### src/hdl/modexp_pkg.sv
// Shared types for the modular exponentiation block.
package modexp_pkg;

    // Status of the shared modular multiplier
    typedef struct packed {
        logic busy;
        logic done;
    } mm_status_t;

    // Configuration register index, taken from paddr[3]
    typedef enum logic {
        REG_MODULUS  = 1'b0,
        REG_EXPONENT = 1'b1
    } reg_idx_t;

endpackage

### src/hdl/modexp_mulmod.sv
// Interleaved shift-and-add modular multiplier, one multiplier bit per cycle.
module modexp_mulmod import modexp_pkg::*; #(
    parameter int WIDTH = 64
) (
    input  logic             aclk,
    input  logic             aresetn,
    input  logic             start,
    input  logic [WIDTH-1:0] op_a,
    input  logic [WIDTH-1:0] op_b,
    input  logic [WIDTH-1:0] op_m,
    output mm_status_t       status,
    output logic [WIDTH-1:0] product
);

    localparam int CNT_W = $clog2(WIDTH);

    logic [WIDTH-1:0] acc_reg, acc_next;
    logic [WIDTH-1:0] a_reg;
    logic [WIDTH-1:0] b_reg;
    logic [WIDTH-1:0] m_reg;
    logic [CNT_W-1:0] cnt_reg;
    logic             run_reg;
    logic             done_reg;

    // (x + y) mod m with x, y below m
    function automatic logic [WIDTH-1:0] add_mod(input logic [WIDTH-1:0] x,
                                                 input logic [WIDTH-1:0] y,
                                                 input logic [WIDTH-1:0] m);
        logic [WIDTH-1:0] gap;
        gap = m - y;
        if (x >= gap) begin
            return x - gap;
        end
        return x + y;
    endfunction

    always_comb begin
        acc_next = add_mod(acc_reg, acc_reg, m_reg);
        if (b_reg[WIDTH-1]) begin
            acc_next = add_mod(acc_next, a_reg, m_reg);
        end
    end

    always_ff @(posedge aclk) begin
        if (!aresetn) begin
            run_reg  <= 1'b0;
            done_reg <= 1'b0;
            cnt_reg  <= '0;
        end else begin
            done_reg <= 1'b0;
            if (start) begin
                run_reg <= 1'b1;
                cnt_reg <= '0;
                acc_reg <= '0;
                a_reg   <= op_a;
                b_reg   <= op_b;
                m_reg   <= op_m;
            end else if (run_reg) begin
                acc_reg <= acc_next;
                b_reg   <= {b_reg[WIDTH-2:0], 1'b0};
                cnt_reg <= cnt_reg + 1'b1;
                if (cnt_reg == CNT_W'(WIDTH - 1)) begin
                    run_reg  <= 1'b0;
                    done_reg <= 1'b1;
                end
            end
        end
    end

    assign status.busy = run_reg;
    assign status.done = done_reg;
    assign product     = acc_reg;

endmodule

### src/hdl/modular_exponentiation_top.sv
// Top level: right-to-left square-and-multiply modular exponentiation.
//
//   channel | ports                          | role
//   --------+--------------------------------+-------------------------------
//   input   | s_valid s_ready s_message      | message word to exponentiate
//   output  | m_valid m_ready m_result       | result word and zero modulus
//           | m_zero_modulus                 | flag
//   config  | psel penable pwrite paddr      | modulus at 0x0, exponent 0x8
//           | pwdata prdata pready           |
//
// One word runs one reduction, k - 1 squares and s multiplies on the single shared
// multiplier, k the exponent bit length and s its count of set bits. A zero exponent or
// zero modulus skips the multiplier. s_ready is high only while idle.
// A finished result waits in the output register while the next word is accepted; a second
// one holds until m_ready. Reset (synchronous, active low) sets modulus 1 and exponent 0.
module modular_exponentiation_top import modexp_pkg::*; #(
    parameter int WIDTH = 64
) (
    input  logic             aclk,
    input  logic             aresetn,
    input  logic             s_valid,
    output logic             s_ready,
    input  logic [WIDTH-1:0] s_message,
    output logic             m_valid,
    input  logic             m_ready,
    output logic [WIDTH-1:0] m_result,
    output logic             m_zero_modulus,
    input  logic             psel,
    input  logic             penable,
    input  logic             pwrite,
    input  logic [3:0]       paddr,
    input  logic [63:0]      pwdata,
    output logic [63:0]      prdata,
    output logic             pready
);

    typedef enum logic [2:0] {
        S_IDLE,
        S_RED,
        S_MUL,
        S_SQR,
        S_DONE
    } state_t;

    state_t           state_reg;
    logic [WIDTH-1:0] modulus_reg;
    logic [WIDTH-1:0] exponent_reg;
    logic [WIDTH-1:0] m_reg;
    logic [WIDTH-1:0] e_reg;
    logic [WIDTH-1:0] base_reg;
    logic [WIDTH-1:0] acc_reg;
    logic             flag_reg;
    logic             start_reg;
    logic [WIDTH-1:0] op_a_reg;
    logic [WIDTH-1:0] op_b_reg;
    logic             m_valid_reg;
    logic [WIDTH-1:0] m_result_reg;
    logic             m_zero_modulus_reg;
    mm_status_t       mm_status;
    logic [WIDTH-1:0] product;
    logic [WIDTH-1:0] e_shift;
    reg_idx_t         cfg_idx;

    assign pready  = 1'b1;
    assign cfg_idx = reg_idx_t'(paddr[3]);
    assign prdata  = (cfg_idx == REG_EXPONENT) ? 64'(exponent_reg) : 64'(modulus_reg);
    assign e_shift = e_reg >> 1;

    always_ff @(posedge aclk) begin
        if (!aresetn) begin
            modulus_reg  <= WIDTH'(1);
            exponent_reg <= '0;
        end else if (psel && penable && pwrite) begin
            case (cfg_idx)
                REG_MODULUS:  modulus_reg  <= pwdata[WIDTH-1:0];
                REG_EXPONENT: exponent_reg <= pwdata[WIDTH-1:0];
                default:      ;
            endcase
        end
    end

    modexp_mulmod #(.WIDTH(WIDTH)) u_mulmod (
        .aclk    (aclk),
        .aresetn (aresetn),
        .start   (start_reg),
        .op_a    (op_a_reg),
        .op_b    (op_b_reg),
        .op_m    (m_reg),
        .status  (mm_status),
        .product (product)
    );

    assign s_ready        = (state_reg == S_IDLE) && !mm_status.busy;
    assign m_valid        = m_valid_reg;
    assign m_result       = m_result_reg;
    assign m_zero_modulus = m_zero_modulus_reg;

    always_ff @(posedge aclk) begin
        if (!aresetn) begin
            state_reg   <= S_IDLE;
            start_reg   <= 1'b0;
            m_valid_reg <= 1'b0;
        end else begin
            start_reg <= 1'b0;
            if (m_valid_reg && m_ready) begin
                m_valid_reg <= 1'b0;
            end
            case (state_reg)
                S_IDLE: begin
                    if (s_valid && s_ready) begin
                        m_reg    <= modulus_reg;
                        e_reg    <= exponent_reg;
                        flag_reg <= 1'b0;
                        if (exponent_reg == '0) begin
                            acc_reg   <= WIDTH'(1);
                            state_reg <= S_DONE;
                        end else if (modulus_reg == '0) begin
                            acc_reg   <= '0;
                            flag_reg  <= 1'b1;
                            state_reg <= S_DONE;
                        end else begin
                            // 1 mod m, then reduce the message as (1 mod m) * msg
                            acc_reg   <= (modulus_reg == WIDTH'(1)) ? '0 : WIDTH'(1);
                            op_a_reg  <= (modulus_reg == WIDTH'(1)) ? '0 : WIDTH'(1);
                            op_b_reg  <= s_message;
                            start_reg <= 1'b1;
                            state_reg <= S_RED;
                        end
                    end
                end
                S_RED: begin
                    if (mm_status.done) begin
                        base_reg  <= product;
                        start_reg <= 1'b1;
                        if (e_reg[0]) begin
                            op_a_reg  <= acc_reg;
                            op_b_reg  <= product;
                            state_reg <= S_MUL;
                        end else begin
                            op_a_reg  <= product;
                            op_b_reg  <= product;
                            state_reg <= S_SQR;
                        end
                    end
                end
                S_MUL: begin
                    if (mm_status.done) begin
                        acc_reg <= product;
                        if (e_shift == '0) begin
                            state_reg <= S_DONE;
                        end else begin
                            op_a_reg  <= base_reg;
                            op_b_reg  <= base_reg;
                            start_reg <= 1'b1;
                            state_reg <= S_SQR;
                        end
                    end
                end
                S_SQR: begin
                    if (mm_status.done) begin
                        base_reg  <= product;
                        e_reg     <= e_shift;
                        start_reg <= 1'b1;
                        op_b_reg  <= product;
                        if (e_shift[0]) begin
                            op_a_reg  <= acc_reg;
                            state_reg <= S_MUL;
                        end else begin
                            op_a_reg  <= product;
                            state_reg <= S_SQR;
                        end
                    end
                end
                S_DONE: begin
                    // hold until the output slot is free
                    if (!m_valid_reg || m_ready) begin
                        m_valid_reg        <= 1'b1;
                        m_result_reg       <= acc_reg;
                        m_zero_modulus_reg <= flag_reg;
                        state_reg          <= S_IDLE;
                    end
                end
                default: state_reg <= S_IDLE;
            endcase
        end
    end

endmodule

### config.mk
export PLATFORM = sky130hd
export DESIGN_NAME = modular_exponentiation_top
export DESIGN_NICKNAME = d
export VERILOG_FILES = /design/src/hdl/modexp_pkg.sv /design/src/hdl/modexp_mulmod.sv /design/src/hdl/modular_exponentiation_top.sv
export SDC_FILE = /design/constraint.sdc
export NUM_CORES = 2
export LEC_CHECK = 0
export ABC_CLOCK_PERIOD_IN_PS = 22100
export BUFFER_PORTS_ARGS = -buffer_cell sky130_fd_sc_hd__buf_2
export CAP_MARGIN = 5
export CORE_MARGIN = 2
export CORE_UTILIZATION = 67
export DETAILED_ROUTE_END_ITERATION = 16
export PLACE_DENSITY_LB_ADDON = 0.05
export RECOVER_POWER = 100
export SYNTH_ARGS = -nofsm -noshare
export SYNTH_HDL_FRONTEND = slang
export SYNTH_SLANG_ARGS = --single-unit
### constraint.sdc
create_clock -name aclk -period 22.1 [get_ports aclk]
set_input_delay 1.105 -clock aclk [delete_from_list [all_inputs] [get_ports aclk]]
set_output_delay 1.105 -clock aclk [all_outputs]
set_load 0.02 [all_outputs]
## After elaboration in Yosys (flattened, before gate mapping)

Index checks and enable logic that the tools add are counted.

- Flip-flop bits (word level): 847
- Bits in latches: 0
- RAM bits: 0
- ROM bits: 0
- Bits of input ports: 139
- Output and inout bits: 132
- Word-level logic and storage cells: 141
- Memories kept: 0

- Add/subtract/negate cells: 7
- Multipliers: 0
- Div/mod/pow operators: 0
- $lt $le $gt $ge: 2
- Equal/unequal tests: 15
- Shifts and indexed selects: 0
- Multiplexer cells: 61
- Bitwise operators: 3
- Reductions and logical operators: 32

Operator list:

| kind | count |
|---|---|
| $mux 64 | 25 |
| $pmux 64 s2 | 2 |
| $pmux 64 s4 | 1 |
| $sub 64x64->64 | 4 |
| $logic_not 64->1 | 3 |
| $pmux 64 s3 | 1 |
| $add 64x64->64 | 2 |
| $ge 64x64->1 | 2 |
| $eq 64x1->1 const B | 1 |
| $mux 3 | 8 |
| $mux 1 | 22 |
| $pmux 3 s5 | 1 |
| $ne 2x1->1 const B | 5 |
| $reduce_and 3->1 | 3 |
| $reduce_and 9->1 | 1 |
| $ne 2x2->1 const B | 4 |
| $reduce_and 2->1 | 4 |
| $reduce_and 4->1 | 2 |
| $reduce_and 8->1 | 1 |
| $add 6x1->6 const B | 1 |
| $eq 3x2->1 const B | 2 |
| $eq 6x6->1 const B | 1 |
| $reduce_bool 2->1 | 3 |
| $logic_and 1x1->1 | 5 |
| other kinds (12) | 16 |

## Logic depth before layout (Yosys ltp)

- Depth after elaboration: 10
- Mapped depth: 56
- Depth with buffers taken out: 53

## Cells and area by module

A second synthesis with hierarchy kept.

- Cell total of the unflattened synthesis: 5130
- Area total of the unflattened synthesis: 51863.5 µm²

By module, submodules not included:

| module | times used | cells an instance | area an instance (µm²) | seq. area each (µm²) |
|---|---|---|---|---|
| modexp_mulmod | 1 | 3336 | 28416.0 | 7847.5 |
| modular_exponentiation_top | 1 | 1794 | 23447.5 | 16175.5 |

## Worst setup path before layout

OpenSTA, ideal clock, no wires.

- Path kind: register to register
- From: register u_mulmod.acc_reg[13] (netlist: u_mulmod.product[13])
- To: register u_mulmod.acc_reg[8] (netlist: u_mulmod.product[8]) (data pin)
- Setup time: 0.266 ns
- Arrival: 10.209 ns
- Required time: 21.834 ns
- Slack: 11.625 ns
- Cell stages (with the launch flop): 53
- Buffers on the path: 8
- Period minus slack after synthesis: 10.475 ns
- Cells stage by stage: edfxtp_1 > inv_1 > ha_1 > a21o_1 > a21o_1 > a21oi_1 > o21ai_0 > a21oi_1 > o21ai_0 > a21oi_1 > o211ai_1 > a2111oi_0 > o21ai_1 > a41o_1 > o41a_1 > a211o_1 > a21o_1 > a31o_2 > [17 not listed] > a21o_1 > a21o_1 > a21oi_1 > o21a_1 > o21a_1 > o21ai_0 > a21oi_1 > o21ai_0 > a21oi_1 > o21ai_0 > a21oi_1 > a21boi_0 > nor2_1 > buf_2 > buf_2 > o211ai_1 > xor2_1 > nor2_1

- Longest elaborated chain between the ends: 10
- Elaborated cells between the ends (all ways): 16
- Classes of those cells: add/sub: 5; order compare: 2; mux: 9

Ends and longest elaborated chain:

| element | line | source |
|---|---|---|
| start, declared | modexp_mulmod.sv:17 | `logic [WIDTH-1:0] acc_reg, acc_next;` |
| start signal, assigned | modexp_mulmod.sv:59 | `acc_reg <= acc_next;` |
| $sub 64x64->64 | modexp_mulmod.sv:30 | `gap = m - y;` |
| $sub 64x64->64 / $ge 64x64->1 (equally long branches) | modexp_mulmod.sv:32, modexp_mulmod.sv:31 |  |
| $mux 64 / $mux 1 (equally long branches) | modexp_mulmod.sv:31 | `if (x >= gap) begin` |
| $mux 64 * | modexp_mulmod.sv:34 | `return x + y;` |
| $ge 64x64->1 | modexp_mulmod.sv:31 |  |
| $mux 1 | modexp_mulmod.sv:31 |  |
| $mux 1 | modexp_mulmod.sv:39 | `if (b_reg[WIDTH-1]) begin` |
| $mux 64 | modexp_mulmod.sv:34 |  |
| $mux 64 * | modexp_mulmod.sv:39 |  |
| $mux 64 * | modexp_mulmod.sv:58 | `end else if (run_reg) begin` |

Every way passes the cells marked *; elsewhere a longest branch is shown, timed or not. The select of a mux whose other input is x is not followed.
A chain may end at the register's enable or synchronous reset.

## Worst setup path after layout

- From: register u_mulmod.acc_reg[1] (netlist: u_mulmod.product[1])
- To: register u_mulmod.acc_reg[62] (netlist: u_mulmod.product[62]) (data pin)

The elaborated chain is that of the path after synthesis.

==> run_summary.xml <==
<?xml version="1.0" encoding="UTF-8"?>
<metrics>
  <group name="die">
    <metric name="die_outline_area" unit="um^2">79900</metric>
    <metric name="fp.dieH" unit="um">283</metric>
    <metric name="ios" unit="">271</metric>
    <metric name="floorplan.initialDensity" unit="%">67.4</metric>
    <metric name="site_rows" unit="">102</metric>
    <metric name="floorplan.core_area" unit="um^2">77200</metric>
    <metric name="floorplan.die.width" unit="um">283</metric>
  </group>
  <group name="synth">
    <metric name="post_synth_inst_count" unit="">5203</metric>
    <metric name="yosys-top-cells-count" unit="">edfxtp_1 (706), nand2_1 (577), a21oi_1 (399)</metric>
    <metric name="post_synth_num_cell_types" unit="">101</metric>
    <metric name="synth-main-ff-cell" unit="">edfxtp_1</metric>
    <metric name="synth_seq_area_share" unit="%">46.2</metric>
    <metric name="synth_largest_area_cell" unit="">edfxtp_1</metric>
    <metric name="synth_top_cells_by_area" unit="">edfxtp_1 (41%), ha_1 (7.2%), dfxtp_1 (5.4%)</metric>
    <metric name="postSynthNetCount" unit="">5644</metric>
    <metric name="synthesis.yosys.warnings" unit="">0</metric>
    <metric name="synth_edf_count" unit="">706</metric>
    <metric name="synthesis.area" unit="um^2">52000</metric>
    <metric name="synth_seq_cells" unit="">847</metric>
    <metric name="postSynth.asyncResetShare" unit="%">0</metric>
    <metric name="synth.avg_cell_area" unit="um^2">10.0</metric>
    <metric name="synth.top_cell.area_share" unit="%">40.7</metric>
    <metric name="synth.most_common_cell" unit="">edfxtp_1</metric>
  </group>
  <group name="place">
    <metric name="finalWeightedCongestion" unit="">0.991</metric>
    <metric name="place.detailed.hpwl" unit="mm">121</metric>
    <metric name="portBuffers" unit="">266</metric>
  </group>
  <group name="run_status">
    <metric name="failed_checks" unit="">max-capacitance violations, max-slew violations</metric>
    <metric name="outcome" unit="">finished, violations left</metric>
  </group>
  <group name="setup_path">
    <metric name="crit_fanout" unit="">55</metric>
    <metric name="critical-path-top-cell-by-count" unit="">a21oi_1</metric>
    <metric name="timing.critical_path.buf_inv" unit="">3</metric>
    <metric name="r2r_cells" unit="">47</metric>
    <metric name="setup.reg_to_reg.worst_slack" unit="ns">5.16</metric>
    <metric name="worst_setup_path_endpoint" unit="">u_mulmod.product[62]$_SDFFCE_PP0P_</metric>
    <metric name="dominant_delay_contributor_by_cell_family_on_the_critical_path" unit="">compound AO/OA/AOI/OAI gates</metric>
    <metric name="critical_path_required" unit="ns">22.50</metric>
    <metric name="setup.worst_path.start" unit="">u_mulmod.product[1]$_SDFFCE_PP0P_</metric>
    <metric name="worst_r2r_endpoint" unit="">u_mulmod.product[62]$_SDFFCE_PP0P_</metric>
    <metric name="startpoint_type_of_the_worst_setup_path" unit="">register</metric>
    <metric name="crit_cells" unit="">47</metric>
    <metric name="cpMaxStageDelayCell" unit="">clkbuf_1</metric>
    <metric name="timing_worst_setup_path_type" unit="">reg -&gt; reg</metric>
    <metric name="arrival_time_at_the_worst_endpoint" unit="ns">17.33</metric>
    <metric name="worst_path_largest_cell_delay" unit="ns">1.83</metric>
    <metric name="critPathCaptureType" unit="">register</metric>
    <metric name="r2r_start" unit="">u_mulmod.product[1]$_SDFFCE_PP0P_</metric>
  </group>
  <group name="clocking">
    <metric name="numClockSinks" unit="">847</metric>
    <metric name="cts_resized" unit="">0</metric>
    <metric name="hold_buffers" unit="">0</metric>
    <metric name="cts_tree" unit="">yes</metric>
    <metric name="clk_root_buffer_cell" unit="">clkbuf_16</metric>
    <metric name="clkLatencyLatePin" unit="ns">0.67</metric>
    <metric name="htreeDepth" unit="">3</metric>
    <metric name="post-cts-setup-buffers" unit="">0</metric>
    <metric name="cts_inserted_buffers" unit="">86</metric>
    <metric name="cts.clk_slew.worst_paths" unit="ns">0.07</metric>
    <metric name="buffer_depth_of_the_longest_clock_path" unit="">3</metric>
  </group>
  <group name="final_layout">
    <metric name="area.growth.synth_to_final" unit="%">9.63</metric>
    <metric name="num-nets-final" unit="">5808</metric>
    <metric name="layout-drive-gt1-share" unit="%">10.2</metric>
  </group>
  <group name="grt">
    <metric name="first_global_vias" unit="">41700</metric>
    <metric name="grt_first_pass_wirelength" unit="mm">249</metric>
    <metric name="grt_start_max_net_pins" unit="">125</metric>
    <metric name="gr-usage-all-layers" unit="%">41.4</metric>
    <metric name="global_route.overflow_total" unit="">0</metric>
    <metric name="grt_antenna_before_repair" unit="">7</metric>
  </group>
  <group name="routing">
    <metric name="detail_route.vias_per_cell" unit="">6.72</metric>
    <metric name="detailed_route_wire_length_per_cell" unit="um">25.9</metric>
    <metric name="antenna_left" unit="">0</metric>
    <metric name="routed_wl" unit="mm">168</metric>
    <metric name="dr_total_vias" unit="">43600</metric>
    <metric name="post-route-drc-count" unit="">0</metric>
    <metric name="firstDrtPassIters" unit="">10</metric>
    <metric name="drt-initial-drc-count" unit="">5652</metric>
  </group>
  <group name="timing">
    <metric name="rsz_0062_raised_after_global_routing" unit="">no</metric>
    <metric name="timing_max_transition_violations_final" unit="">1579</metric>
    <metric name="hold_violations" unit="">0</metric>
    <metric name="timing.final.crit_share" unit="%">76.6</metric>
    <metric name="achievable-frequency" unit="GHz">0.0590</metric>
    <metric name="worst_slew_pin_slew" unit="ns">4.84</metric>
    <metric name="setup_viol_count_final" unit="">0</metric>
    <metric name="post-route-min-period" unit="ns">16.94</metric>
    <metric name="relSlewSlack" unit="%">-222</metric>
    <metric name="final_setup_skew" unit="ns">0.0311</metric>
    <metric name="timing.setup.tns" unit="ns">0</metric>
  </group>
  <group name="min_path">
    <metric name="hold_class" unit="">reg -&gt; reg</metric>
  </group>
  <group name="flow_run">
    <metric name="drv_cap" unit="">33</metric>
  </group>
</metrics>
-- layout by cell type, fill, tap and decap left out, types with 27 or more instances in the layout --
cell / instances
edfxtp_1: 706
nor4_1: 59
clkbuf_16: 88
nand2_1: 576
inv_1: 286
mux2_2: 172
a211oi_1: 67
a21o_1: 190
buf_2: 150
a21boi_0: 137
o21ai_0: 278
dfxtp_1: 140
nor2b_1: 47
xor2_1: 129
a222oi_1: 63
o21bai_1: 46
nand3_1: 63
xnor2_1: 185
a21oi_1: 398
ha_1: 299
nor2_1: 365
nand4_1: 86
a31oi_1: 35
o21a_1: 37
nor3_1: 65
o211ai_1: 38
nand2b_1: 57
clkbuf_1: 146
and3_1: 27
a22oi_1: 73
-- how the worst min path moves through the flow --
stage                            from                            to  slack [ns]  cells past startpoint
3_3_place_gp      m_reg[19]$_DFFE_PP_  u_mulmod.m_reg[19]$_DFFE_PP_        0.40                      0
4_1_cts           m_reg[43]$_DFFE_PP_  u_mulmod.m_reg[43]$_DFFE_PP_        0.41                      0
5_1_grt           m_reg[43]$_DFFE_PP_  u_mulmod.m_reg[43]$_DFFE_PP_        0.41                      0
3_5_place_dp      m_reg[19]$_DFFE_PP_  u_mulmod.m_reg[19]$_DFFE_PP_        0.40                      0
6_report          m_reg[43]$_DFFE_PP_  u_mulmod.m_reg[43]$_DFFE_PP_        0.41                      0
2_1_floorplan  flag_reg$_SDFFCE_PP0P_      m_zero_modulus$_DFFE_PP_        0.40                      0
-- worst register-to-register path, delay by kind of cell, from the launching register on --
family                   cells  cell delay (ns)
XOR/XNOR                     1             0.14
buffers and inverters        3             3.83
AO/OA/AOI/OAI               31             7.86
flip-flops                   1             0.64
AND/OR/NAND/NOR              9             2.83
adder cells (fa/ha/maj)      3             1.36
-- metal layers --
layer	routed length (um)	track usage [%]	share of wire (%)
met5	37	0	0.022
met4	7740	17.5	4.6
met3	21700	10.6	13
met2	73700	63.6	44
met1	65000	55.9	39
-- cell families (layout without fill, tap and decap cells) --
| group | count (synthesis) | after routing | share of synthesized area (%) |
|---|---|---|---|
| AO/OA/AOI/OAI | 1537 | 1537 | 19.7 |
| AND/OR/NAND/NOR | 1446 | 1446 | 12.7 |
| flip-flops | 847 | 847 | 46.2 |
| buffers and inverters | 521 | 759 | 3.81 |
| adder cells (fa/ha/maj) | 325 | 325 | 7.75 |
| XOR/XNOR | 315 | 315 | 5.32 |
| multiplexers | 211 | 211 | 4.55 |
| other | 1 | 4 | 0.00721 |
-- cell type report --
class / count / area, um^2
timing repair buffer: 308 / 1400
fill: 5432 / 20200
clock buffer: 94 / 2240
multi-input combinational: 3835 / 26100
antenna: 3 / 7.51
sequential: 847 / 24000
inverter: 289 / 1080
clock inverter: 68 / 912
tap: 1040 / 1300
-- metrics by stage --
stage	area [um^2]	hold slack [ns]	setup WS, ns	std cells	util, %
global route	57000	0.410	4.44	6481	73.9
detailed placement	54200	0.405	8.74	6319	70.2
floorplan	52000	0.400	11.63	5203	-
CTS	57400	0.407	8.69	6481	74.3
finish	57000	0.408	5.16	6484	73.9
global placement	54200	0.400	9.09	6319	70.2
Power is left out: the tool's default activity adds up to more than one toggle a clock period on the data nets, which glitch-free logic cannot reach.
